$ cat src/sv/rgbhs_pkg.sv
package rgbhs_pkg;

  localparam int RGB_BITS     = 16;
  localparam int HUE_BITS     = 9;
  localparam int SAT_BITS     = 7;
  localparam int CHANNEL_BITS = 16;

  // Quotient bits: hue quotient is at most 60, saturation at most 100.
  localparam int QUO_BITS = 7;

  localparam int HUE_SCALE = 60;
  localparam int SAT_SCALE = 100;

  localparam logic [HUE_BITS:0] RED_BASE    = (HUE_BITS+1)'(0);
  localparam logic [HUE_BITS:0] GREEN_BASE  = (HUE_BITS+1)'(120);
  localparam logic [HUE_BITS:0] BLUE_BASE   = (HUE_BITS+1)'(240);
  localparam logic [HUE_BITS:0] FULL_CIRCLE = (HUE_BITS+1)'(360);

  typedef enum logic [1:0] {
    SEC_RED,
    SEC_GREEN,
    SEC_BLUE
  } sector_e;

  typedef struct packed {
    sector_e sec;
    logic    neg;
    logic    grey;
    logic    black;
  } side_t;

endpackage

$ cat src/sv/rgb_to_hue_saturation.sv
// RGB to hue/saturation converter.
// Input stream s_axis: one RGB sample per transaction, channels unsigned; only the
// low CHANNEL_BITS bits of each channel are used.
// Output stream m_axis: hue in degrees (0..359, 0 for grey) and saturation in
// percent (0..100, 0 for black or grey), one result per input transaction, in order.
// Throughput: one transaction per cycle when m_axis_tready stays high.
// Pipeline: 11 register stages (input register, max/min, constant scaling, 7 divider
// stages, output register), the input register loading at the accepting edge.
// The two restoring dividers, one quotient bit per stage, set the depth.
// Stall: the whole pipeline holds while a result waits with m_axis_tready low;
// bubbles in the pipe still advance into a free output register. Nothing is
// dropped or repeated.
// Reset: rst_ni low clears all valid bits; the pipeline comes up empty and
// s_axis_tready is high right after reset.
module rgb_to_hue_saturation #(
  parameter int CHANNEL_BITS = rgbhs_pkg::CHANNEL_BITS
) (
  input  logic        clk_i,
  input  logic        rst_ni,
  input  logic        s_axis_tvalid,
  output logic        s_axis_tready,
  input  logic [47:0] s_axis_tdata,  // red[15:0], green[31:16], blue[47:32]
  output logic        m_axis_tvalid,
  input  logic        m_axis_tready,
  output logic [15:0] m_axis_tdata   // hue[8:0], saturation[15:9]
);

  localparam int RgbW  = rgbhs_pkg::RGB_BITS;
  localparam int HueW  = rgbhs_pkg::HUE_BITS;
  localparam int SatW  = rgbhs_pkg::SAT_BITS;
  localparam int QuoW  = rgbhs_pkg::QUO_BITS;
  localparam int ChanW = (CHANNEL_BITS < RgbW) ? CHANNEL_BITS : RgbW;
  localparam int NumW  = ChanW + QuoW;

  logic adv;
  assign adv           = !m_axis_tvalid || m_axis_tready;
  assign s_axis_tready = adv;

  // Stage 0: input register
  logic             s0_vld_q;
  logic [ChanW-1:0] s0_r_q, s0_g_q, s0_b_q;

  always_ff @(posedge clk_i or negedge rst_ni) begin
    if (!rst_ni) begin
      s0_vld_q <= 1'b0;
    end else if (adv) begin
      s0_vld_q <= s_axis_tvalid;
    end
  end

  always_ff @(posedge clk_i) begin
    if (adv) begin
      s0_r_q <= s_axis_tdata[ChanW-1:0];
      s0_g_q <= s_axis_tdata[RgbW+ChanW-1:RgbW];
      s0_b_q <= s_axis_tdata[2*RgbW+ChanW-1:2*RgbW];
    end
  end

  // Stage 1: max, min, sector, channel difference
  rgbhs_pkg::sector_e sec_d;
  logic [ChanW-1:0]   mx_d, mn_d, ca, cb;

  always_comb begin
    if (s0_r_q >= s0_g_q && s0_r_q >= s0_b_q) begin
      sec_d = rgbhs_pkg::SEC_RED;
      mx_d  = s0_r_q;
      ca    = s0_g_q;
      cb    = s0_b_q;
    end else if (s0_g_q >= s0_b_q) begin
      sec_d = rgbhs_pkg::SEC_GREEN;
      mx_d  = s0_g_q;
      ca    = s0_b_q;
      cb    = s0_r_q;
    end else begin
      sec_d = rgbhs_pkg::SEC_BLUE;
      mx_d  = s0_b_q;
      ca    = s0_r_q;
      cb    = s0_g_q;
    end
    mn_d = s0_r_q;
    if (s0_g_q < mn_d) begin
      mn_d = s0_g_q;
    end
    if (s0_b_q < mn_d) begin
      mn_d = s0_b_q;
    end
  end

  logic               s1_vld_q;
  rgbhs_pkg::side_t   s1_side_q;
  logic [ChanW-1:0]   s1_mx_q, s1_d_q, s1_n_q;

  always_ff @(posedge clk_i or negedge rst_ni) begin
    if (!rst_ni) begin
      s1_vld_q <= 1'b0;
    end else if (adv) begin
      s1_vld_q <= s0_vld_q;
    end
  end

  always_ff @(posedge clk_i) begin
    if (adv) begin
      s1_side_q.sec   <= sec_d;
      s1_side_q.neg   <= ca < cb;
      s1_side_q.grey  <= mx_d == mn_d;
      s1_side_q.black <= mx_d == '0;
      s1_mx_q         <= mx_d;
      s1_d_q          <= mx_d - mn_d;
      s1_n_q          <= (ca >= cb) ? (ca - cb) : (cb - ca);
    end
  end

  // Stage 2: constant scaling of the numerators
  logic             s2_vld_q;
  rgbhs_pkg::side_t s2_side_q;
  logic [ChanW-1:0] s2_mx_q, s2_d_q;
  logic [NumW-1:0]  s2_hn_q, s2_sn_q;

  always_ff @(posedge clk_i or negedge rst_ni) begin
    if (!rst_ni) begin
      s2_vld_q <= 1'b0;
    end else if (adv) begin
      s2_vld_q <= s1_vld_q;
    end
  end

  always_ff @(posedge clk_i) begin
    if (adv) begin
      s2_side_q <= s1_side_q;
      s2_mx_q   <= s1_mx_q;
      s2_d_q    <= s1_d_q;
      s2_hn_q   <= NumW'(s1_n_q) * NumW'(rgbhs_pkg::HUE_SCALE);
      s2_sn_q   <= NumW'(s1_d_q) * NumW'(rgbhs_pkg::SAT_SCALE);
    end
  end

  // Divider stages
  logic [QuoW-1:0] hq, sq;

  rgbhs_div #(
    .DEN_W(ChanW),
    .QUO_W(QuoW)
  ) u_hue_div (
    .clk_i(clk_i),
    .en_i (adv),
    .num_i(s2_hn_q),
    .den_i(s2_d_q),
    .quo_o(hq)
  );

  rgbhs_div #(
    .DEN_W(ChanW),
    .QUO_W(QuoW)
  ) u_sat_div (
    .clk_i(clk_i),
    .en_i (adv),
    .num_i(s2_sn_q),
    .den_i(s2_mx_q),
    .quo_o(sq)
  );

  logic [QuoW-1:0]  dv_vld_q;
  rgbhs_pkg::side_t dv_side_q [QuoW];

  always_ff @(posedge clk_i or negedge rst_ni) begin
    if (!rst_ni) begin
      dv_vld_q <= '0;
    end else if (adv) begin
      dv_vld_q <= {dv_vld_q[QuoW-2:0], s2_vld_q};
    end
  end

  always_ff @(posedge clk_i) begin
    if (adv) begin
      dv_side_q[0] <= s2_side_q;
      for (int k = 1; k < QuoW; k++) begin
        dv_side_q[k] <= dv_side_q[k-1];
      end
    end
  end

  // Output stage: sector offset and wrap
  rgbhs_pkg::side_t  fs;
  logic [HueW:0]     base, q_ext, hue_d;
  logic [SatW-1:0]   sat_d;

  assign fs    = dv_side_q[QuoW-1];
  assign q_ext = (HueW+1)'(hq);

  always_comb begin
    case (fs.sec)
      rgbhs_pkg::SEC_RED:   base = rgbhs_pkg::RED_BASE;
      rgbhs_pkg::SEC_GREEN: base = rgbhs_pkg::GREEN_BASE;
      rgbhs_pkg::SEC_BLUE:  base = rgbhs_pkg::BLUE_BASE;
      default:              base = rgbhs_pkg::RED_BASE;
    endcase
    if (fs.grey) begin
      hue_d = '0;
    end else if (!fs.neg) begin
      hue_d = base + q_ext;
    end else if (q_ext > base) begin
      hue_d = base + rgbhs_pkg::FULL_CIRCLE - q_ext;
    end else begin
      hue_d = base - q_ext;
    end
    sat_d = fs.black ? '0 : sq[SatW-1:0];
  end

  logic [HueW-1:0] hue_q;
  logic [SatW-1:0] sat_q;

  always_ff @(posedge clk_i or negedge rst_ni) begin
    if (!rst_ni) begin
      m_axis_tvalid <= 1'b0;
    end else if (adv) begin
      m_axis_tvalid <= dv_vld_q[QuoW-1];
    end
  end

  always_ff @(posedge clk_i) begin
    if (adv) begin
      hue_q <= hue_d[HueW-1:0];
      sat_q <= sat_d;
    end
  end

  assign m_axis_tdata = {sat_q, hue_q};

endmodule

$ cat src/sv/rgbhs_div.sv
module rgbhs_div #(
  parameter int DEN_W = rgbhs_pkg::CHANNEL_BITS,
  parameter int QUO_W = rgbhs_pkg::QUO_BITS
) (
  input  logic                   clk_i,
  input  logic                   en_i,
  input  logic [DEN_W+QUO_W-1:0] num_i,
  input  logic [DEN_W-1:0]       den_i,
  output logic [QUO_W-1:0]       quo_o
);

  localparam int NumW = DEN_W + QUO_W;

  // Restoring division, one quotient bit per stage, MSB first.
  // Caller guarantees num < den << QUO_W.
  logic [NumW-1:0]  rem_q [QUO_W];
  logic [DEN_W-1:0] den_q [QUO_W];
  logic [QUO_W-1:0] quo_q [QUO_W];

  for (genvar k = 0; k < QUO_W; k++) begin : g_step
    localparam int Sh = QUO_W - 1 - k;

    logic [NumW-1:0]  rem_in;
    logic [DEN_W-1:0] den_in;
    logic [QUO_W-1:0] quo_in;
    logic [NumW-1:0]  den_sh;
    logic             ge;

    if (k == 0) begin : g_first
      assign rem_in = num_i;
      assign den_in = den_i;
      assign quo_in = '0;
    end else begin : g_next
      assign rem_in = rem_q[k-1];
      assign den_in = den_q[k-1];
      assign quo_in = quo_q[k-1];
    end

    assign den_sh = NumW'(den_in) << Sh;
    assign ge     = rem_in >= den_sh;

    always_ff @(posedge clk_i) begin
      if (en_i) begin
        rem_q[k] <= ge ? (rem_in - den_sh) : rem_in;
        den_q[k] <= den_in;
        quo_q[k] <= quo_in | (QUO_W'(ge) << Sh);
      end
    end
  end

  assign quo_o = quo_q[QUO_W-1];

endmodule

$ cat config.mk
export PLATFORM = sky130hd
export DESIGN_NAME = rgb_to_hue_saturation
export DESIGN_NICKNAME = d
export VERILOG_FILES = /design/src/sv/rgbhs_pkg.sv /design/src/sv/rgb_to_hue_saturation.sv /design/src/sv/rgbhs_div.sv
export SDC_FILE = /design/constraint.sdc
export NUM_CORES = 2
export LEC_CHECK = 0
export BUFFER_PORTS_ARGS = -buffer_cell sky130_fd_sc_hd__buf_4
export CAP_MARGIN = 15
export CELL_PAD_IN_SITES_DETAIL_PLACEMENT = 0
export CELL_PAD_IN_SITES_GLOBAL_PLACEMENT = 1
export CORE_ASPECT_RATIO = 0.75
export CORE_MARGIN = 4
export CORE_UTILIZATION = 38
export CTS_BUF_LIST = sky130_fd_sc_hd__clkbuf_8
export CTS_CLUSTER_DIAMETER = 150
export DETAILED_ROUTE_END_ITERATION = 6
export GPL_TIMING_DRIVEN = 0
export PLACE_DENSITY_LB_ADDON = 0.08
export SKIP_CTS_REPAIR_TIMING = 1
export SLEW_MARGIN = 20
export SYNTH_ARGS = -nofsm -noshare
export SYNTH_HDL_FRONTEND = slang
export SYNTH_SLANG_ARGS = --single-unit
$ cat constraint.sdc
create_clock -name clk_i -period 69.7 [get_ports clk_i]
set_clock_uncertainty 0.1 [all_clocks]
set_input_delay 20.91 -clock clk_i [delete_from_list [all_inputs] [get_ports clk_i]]
set_output_delay 20.91 -clock clk_i [all_outputs]
set_load 0.01 [all_outputs]
### Word level (Yosys, flattened, before mapping)

Memories as Yosys holds them, arrays and structs flattened. A register that Yosys moved wholly into a read port is not among the register bits.
Cells that the tools add are included.

| storage, ports and cells | value |
|---|---|
| logic and storage cells | 124 |
| bits in writable memories | 679 |
| latch bits | 0 |
| memories | 7 |
| input port bits | 52 |
| register bits after elaboration | 199 |
| memory bits (read-only) | 0 |

Memory list:

| name | words | width | rd ports | clocked after memory_dff | wr ports | RTL line | source |
|---|---|---|---|---|---|---|---|
| u_hue_div.rem_q | 7 | 23 | 6 | 0 | 7 | rgbhs_div.sv:16 | `logic [NumW-1:0] rem_q [QUO_W];` |
| u_sat_div.rem_q | 7 | 23 | 6 | 0 | 7 | rgbhs_div.sv:16 |  |
| u_hue_div.den_q | 7 | 16 | 6 | 0 | 7 | rgbhs_div.sv:17 | `logic [DEN_W-1:0] den_q [QUO_W];` |
| u_sat_div.den_q | 7 | 16 | 6 | 0 | 7 | rgbhs_div.sv:17 |  |
| u_hue_div.quo_q | 7 | 7 | 7 | 0 | 7 | rgbhs_div.sv:18 | `logic [QUO_W-1:0] quo_q [QUO_W];` |
| u_sat_div.quo_q | 7 | 7 | 7 | 1 | 7 | rgbhs_div.sv:18 |  |
| +1 memories | n/a | n/a | n/a | n/a | n/a | n/a |  |

| cells by class | value |
|---|---|
| eq/ne operators | 3 |
| divide/modulo/power cells | 0 |
| reductions and logical operators | 4 |
| add/subtract/negate cells | 21 |
| $lt $le $gt $ge | 22 |
| shift operators | 0 |
| bitwise logic cells | 12 |
| multiply operators | 2 |
| mux-type cells | 29 |

Operators by type and width:

| kind | number |
|---|---|
| 2-to-1 mux 23 bit | 14 |
| 2-to-1 mux 16 bit | 9 |
| greater-or-equal comparator 16 bit | 4 |
| < comparator 16 bit | 3 |
| subtractor 16 bit | 3 |
| greater-or-equal comparator 23 x 16 -> 1 bit | 2 |
| greater-or-equal comparator 23 x 17 -> 1 bit | 2 |
| greater-or-equal comparator 23 x 18 -> 1 bit | 2 |
| greater-or-equal comparator 23 x 19 -> 1 bit | 2 |
| greater-or-equal comparator 23 x 20 -> 1 bit | 2 |
| greater-or-equal comparator 23 x 21 -> 1 bit | 2 |
| subtractor 23 x 16 -> 23 bit | 2 |
| subtractor 23 x 17 -> 23 bit | 2 |
| subtractor 23 x 18 -> 23 bit | 2 |
| subtractor 23 x 19 -> 23 bit | 2 |
| subtractor 23 x 20 -> 23 bit | 2 |
| subtractor 23 x 21 -> 23 bit | 2 |
| greater-or-equal comparator 23 x 22 -> 1 bit | 1 |
| subtractor 22 x 22 -> 23 bit | 1 |
| subtractor 23 x 22 -> 23 bit | 1 |
| greater-or-equal comparator 22 bit | 1 |
| multiplier 16 x 5 -> 21 bit, second input constant | 1 |
| multiplier 16 x 4 -> 20 bit, second input constant | 1 |
| 2-to-1 mux 9 bit | 2 |
| 21 further kinds | 28 |

### Longest topological paths before layout

An unclocked memory read counts as a cell.

| depth | value |
|---|---|
| depth after elaboration | 7 |
| mapped depth | 29 |
| mapped depth without buffers | 26 |

### By module

A second synthesis with hierarchy kept.

| second synthesis, totals | value |
|---|---|
| cell total of the unflattened synthesis | 4057 |
| area, all modules | 45621.3 µm² |

Modules (own cells, without submodules):

| module | times used | area each (µm²) | sequential area each (µm²) | cells an instance |
|---|---|---|---|---|
| rgb_to_hue_saturation | 1 | 15941.5 | 7091.8 | 1414 |
| rgbhs_div at u_hue_div | 1 | 14878.0 | 7867.5 | 1334 |
| rgbhs_div at u_sat_div | 1 | 14801.7 | 7867.5 | 1309 |

### Least setup slack after synthesis

No wires, ideal clock.

| path | value |
|---|---|
| path kind | input-to-output |
| start | in m_axis_tready |
| end | out s_axis_tready |
| data arrival time | 40691 ps |
| setup slack | 7999 ps |
| stages on the path | 2 |
| required time | 48690 ps |
| cells stage by stage | nand2b_1 -> buf_1 |

| on the way | value |
|---|---|
| cells in the longest elaborated chain, start to end | 1 |

RTL lines:

| item | RTL line | source |
|---|---|---|
| from (decl) | rgb_to_hue_saturation.sv:24 | `input logic m_axis_tready,` |
| logical OR 1 bit | rgb_to_hue_saturation.sv:36 | `assign adv = !m_axis_tvalid \|\| m_axis_tready;` |
| to (decl) | rgb_to_hue_saturation.sv:21 | `output logic s_axis_tready,` |

Every way passes these cells.

### Final worst setup path

Ends and elaborated chain as after synthesis.

==> metrics.md <==
| Metric | Value |
|---|---|
| Final WL | `98,500 µm` |
| Commonest cells after routing, fill and taps aside | `720 x edfxtp_1, 490 x inv_1, 428 x ha_1` |
| Synth Register Bits | `731` |
| CP most frequent cell | `buf_4` |
| Layout cells sized above 1 | `9.16%` |
| CP endpoint kind | `output port` |
| DR DRC count | `0` |
| Mean Syn Cell Area | `11.2 µm²` |
| Via count | `28.5k` |
| Core area | `114,000 µm²` |
| Seq/Total Area, Yosys | `49.7%` |
| Worst slew pin tran | `1.07 ns` |
| Xor-xnor portion of the synthesized cell area | `4.73%` |
| Gate Count Post-Synth | `3,945` |
| Crit Path Max Fanout | `32` |
| Peak per-stage delay on the critical path | `0.39 ns` |
| Crit path time final | `43.17 ns` |
| Commonest non-fill, non-tap cell in the layout | `edfxtp_1` |
| Critical Path, Cell by Cell | `buf_4, nand2b_1, buf_2, buf_16, buf_12, buf_4` |
| Die Width | `401 µm` |
| Worst path arrival time | `22.16 ns` |
| Clock buffer depth | `3` |
| Die H | `303 µm` |
| Clk slew on worst S/H paths | `0.06 ns` |
| FMAX | `23.2 MHz` |
| Count of cell types in the netlist | `76` |
| CTS tree | `done` |
| Largest family of logic cells by synthesized area | `adder cells` |
| Met1 Wirelength | `47,700 µm` |
| Grt total ovfl | `0` |
| Post-route setup slack | `26.53 ns` |
| Vias per cell | `4.93` |
| Post-place setup slack | `26.50 ns` |
| Gr usage total | `16.3%` |
| Largest net degree at the start of global routing | `37` |
| Critical Path Start Type | `input port` |
| # setup viols final | `0` |
| Post-route ant nets | `0` |
| Pins Over Slew Limit | `0` |
| Vias in the first global route | `28.6k` |
| Ys Warns | `0` |
| I/O Buffers | `69` |
| Crit-path slowest cell | `buf_2` |
| Initial Util | `38.6%` |
| Post-Synth Simple-Gate Area | `10.1%` |
| # IOs | `70` |
| Routability cong. | `0.876` |
| Met3 wire len | `3280 µm` |
| Async set or reset register ratio after synthesis | `1.50%` |
| EDFF count, synth | `720` |
| Fin crit share | `61.9%` |
| Synthesized cell area | `44,100 µm²` |
| Critical path type | `input port to output port` |
| Cell Rows | `107` |
| Syn nets | `4,483` |
| Nets@finish | `4,698` |
| Compound-Gate Fraction of Synth Area | `12.7%` |
| Layout Area Growth over Synthesis | `12.0%` |
| Hold Vio Cnt, Final | `0` |
| Initial antenna violation count | `3` |
| Clk sinks | `731` |
| Adder-cell share of the synthesized area | `14.8%` |
| First-pass GRT wire length | `158,000 µm` |
| Worst Hold Class | `flip-flop to flip-flop` |
| Slew headroom | `28.2%` |
| 1st-pass router iterations | `5` |
| Highest metal used | `met4` |
| Die area | `122,000 µm²` |
| Max cap viols | `0` |
| H-Tree Depth | `3` |
| Clk_lat worst skew | `0.81 ns` |
| CTS buffer count | `121` |
| Starting DRT DRC Count | `1,367` |
| DP HPWL | `77,800 µm` |
| Status | `finished clean` |
| Met2 routed WL | `44,200 µm` |
| RSZ-0062 raised after global routing | `no` |
| Clk root buf | `clkbuf_8` |
| Required time worst endpoint | `48.69 ns` |
| Routed length per instance | `17.0 µm` |
| Multiplexer share of the synthesized area | `3.36%` |
| Most used DFF post-synth | `edfxtp_1` |
[cells by family (layout without fill, tap and decap cells)]
group,Yosys count,after routing
buffers and inverters,531,844
flip-flops,731,731
multiplexers,138,138
adder cells (fa/ha/maj),486,486
other,0,3
AO/OA/AOI/OAI,902,902
XOR/XNOR,238,238
AND/OR/NAND/NOR,919,919
[routing by layer]
metal / vias up / track usage, %
met2: 420 / 26.4
met3: 187 / 2.75
met4: 0 / 5.60
met5: - / 0
met1: 13097 / 22.1
li1: 14812 / -
[worst paths after layout]
| check | slack [ns] | depth (start not counted) | to | from |
|---|---|---|---|---|
| max | 26.53 | 6 | s_axis_tready | m_axis_tready |
| min | 0.30 | 0 | s2_side_q[3]$_DFFE_PP_ | s1_side_q[3]$_SDFFCE_PP0P_ |
| max reg2reg | 61.51 | 29 | s1_d_q[10]$_DFFE_PP_ | s0_r_q[14]$_DFFE_PP_ |
| min reg2reg | 0.30 | 0 | s2_side_q[3]$_DFFE_PP_ | s1_side_q[3]$_SDFFCE_PP0P_ |
| max in group asynchronous | 49.48 | 1 | dv_vld_q[0]$_DFFE_PN0P_ | rst_ni |
| min in group asynchronous | 19.86 | 1 | s0_vld_q$_DFFE_PN0P_ | rst_ni |
[registers in the layout, indices dropped and copies added, names as in the netlist, 18 cells and up]
signal,cells
s2_sn_q,18
u_hue_div.rem_q,127
u_sat_div.rem_q,118
s2_hn_q,20
dv_side_q,35
u_sat_div.quo_q,28
u_hue_div.quo_q,28
u_hue_div.den_q,96
u_sat_div.den_q,96
[synthesized netlist by cell type, drive strengths merged (14+ instances only)]
cell type / number / share of area (%)
nand2: 237 / 2.0
nand2b: 51 / 0.72
inv: 455 / 3.9
nand4: 49 / 0.70
clkbuf: 45 / 0.38
nor2: 246 / 2.1
o31ai: 18 / 0.31
and3: 15 / 0.21
o21bai: 25 / 0.43
ha: 428 / 12
xnor2: 148 / 2.9
nand3: 63 / 0.72
nor4: 29 / 0.43
mux2: 81 / 2.1
o21ai: 251 / 2.8
a211oi: 29 / 0.52
a21oi: 280 / 3.2
a31oi: 22 / 0.31
xor2: 90 / 1.8
and2: 16 / 0.23
a211o: 14 / 0.28
nor3: 72 / 0.82
edfxtp: 720 / 49
buf: 30 / 0.33
fa: 58 / 2.6
nor2b: 61 / 0.87
o21a: 44 / 0.75
a21o: 94 / 1.6
or3: 28 / 0.40
mux2i: 57 / 1.3
[final cells by class]
cell class,instances,area [µm²]
Timing Repair Buffer,92,986
Clock buffer,122,1680
Tap cell,1526,1910
Buffer,76,324
Inverter,455,1710
Clock inverter,99,702
Sequential cell,731,21900
Antenna cell,3,7.51
Multi-Input combinational cell,2683,20200
Fill cell,10926,65000
[critical path: cells and delay by family]
kind	cells	cell delay (ns)
and+or+nand+nor	1	0.17
buffers and inverters	5	1.03
[through the flow]
step | utilization, % | instances | setup TNS [ns] | hold WS (ns) | cell area (µm²)
finish | 43.2 | 5787 | 0 | 0.298 | 49400
global route | 43.2 | 5786 | 0 | 0.312 | 49400
CTS | 43.2 | 5784 | 0 | 0.294 | 49400
detailed placement | 41.1 | 5563 | 0 | 0.305 | 47000
global placement | 40.7 | 5540 | -1.71 | 0.300 | 46500
floorplan | - | 3945 | 0 | 0.300 | 44100
Power is not shown: default switching activity piles up to over one toggle a cycle in this logic, so the estimate is an artifact.
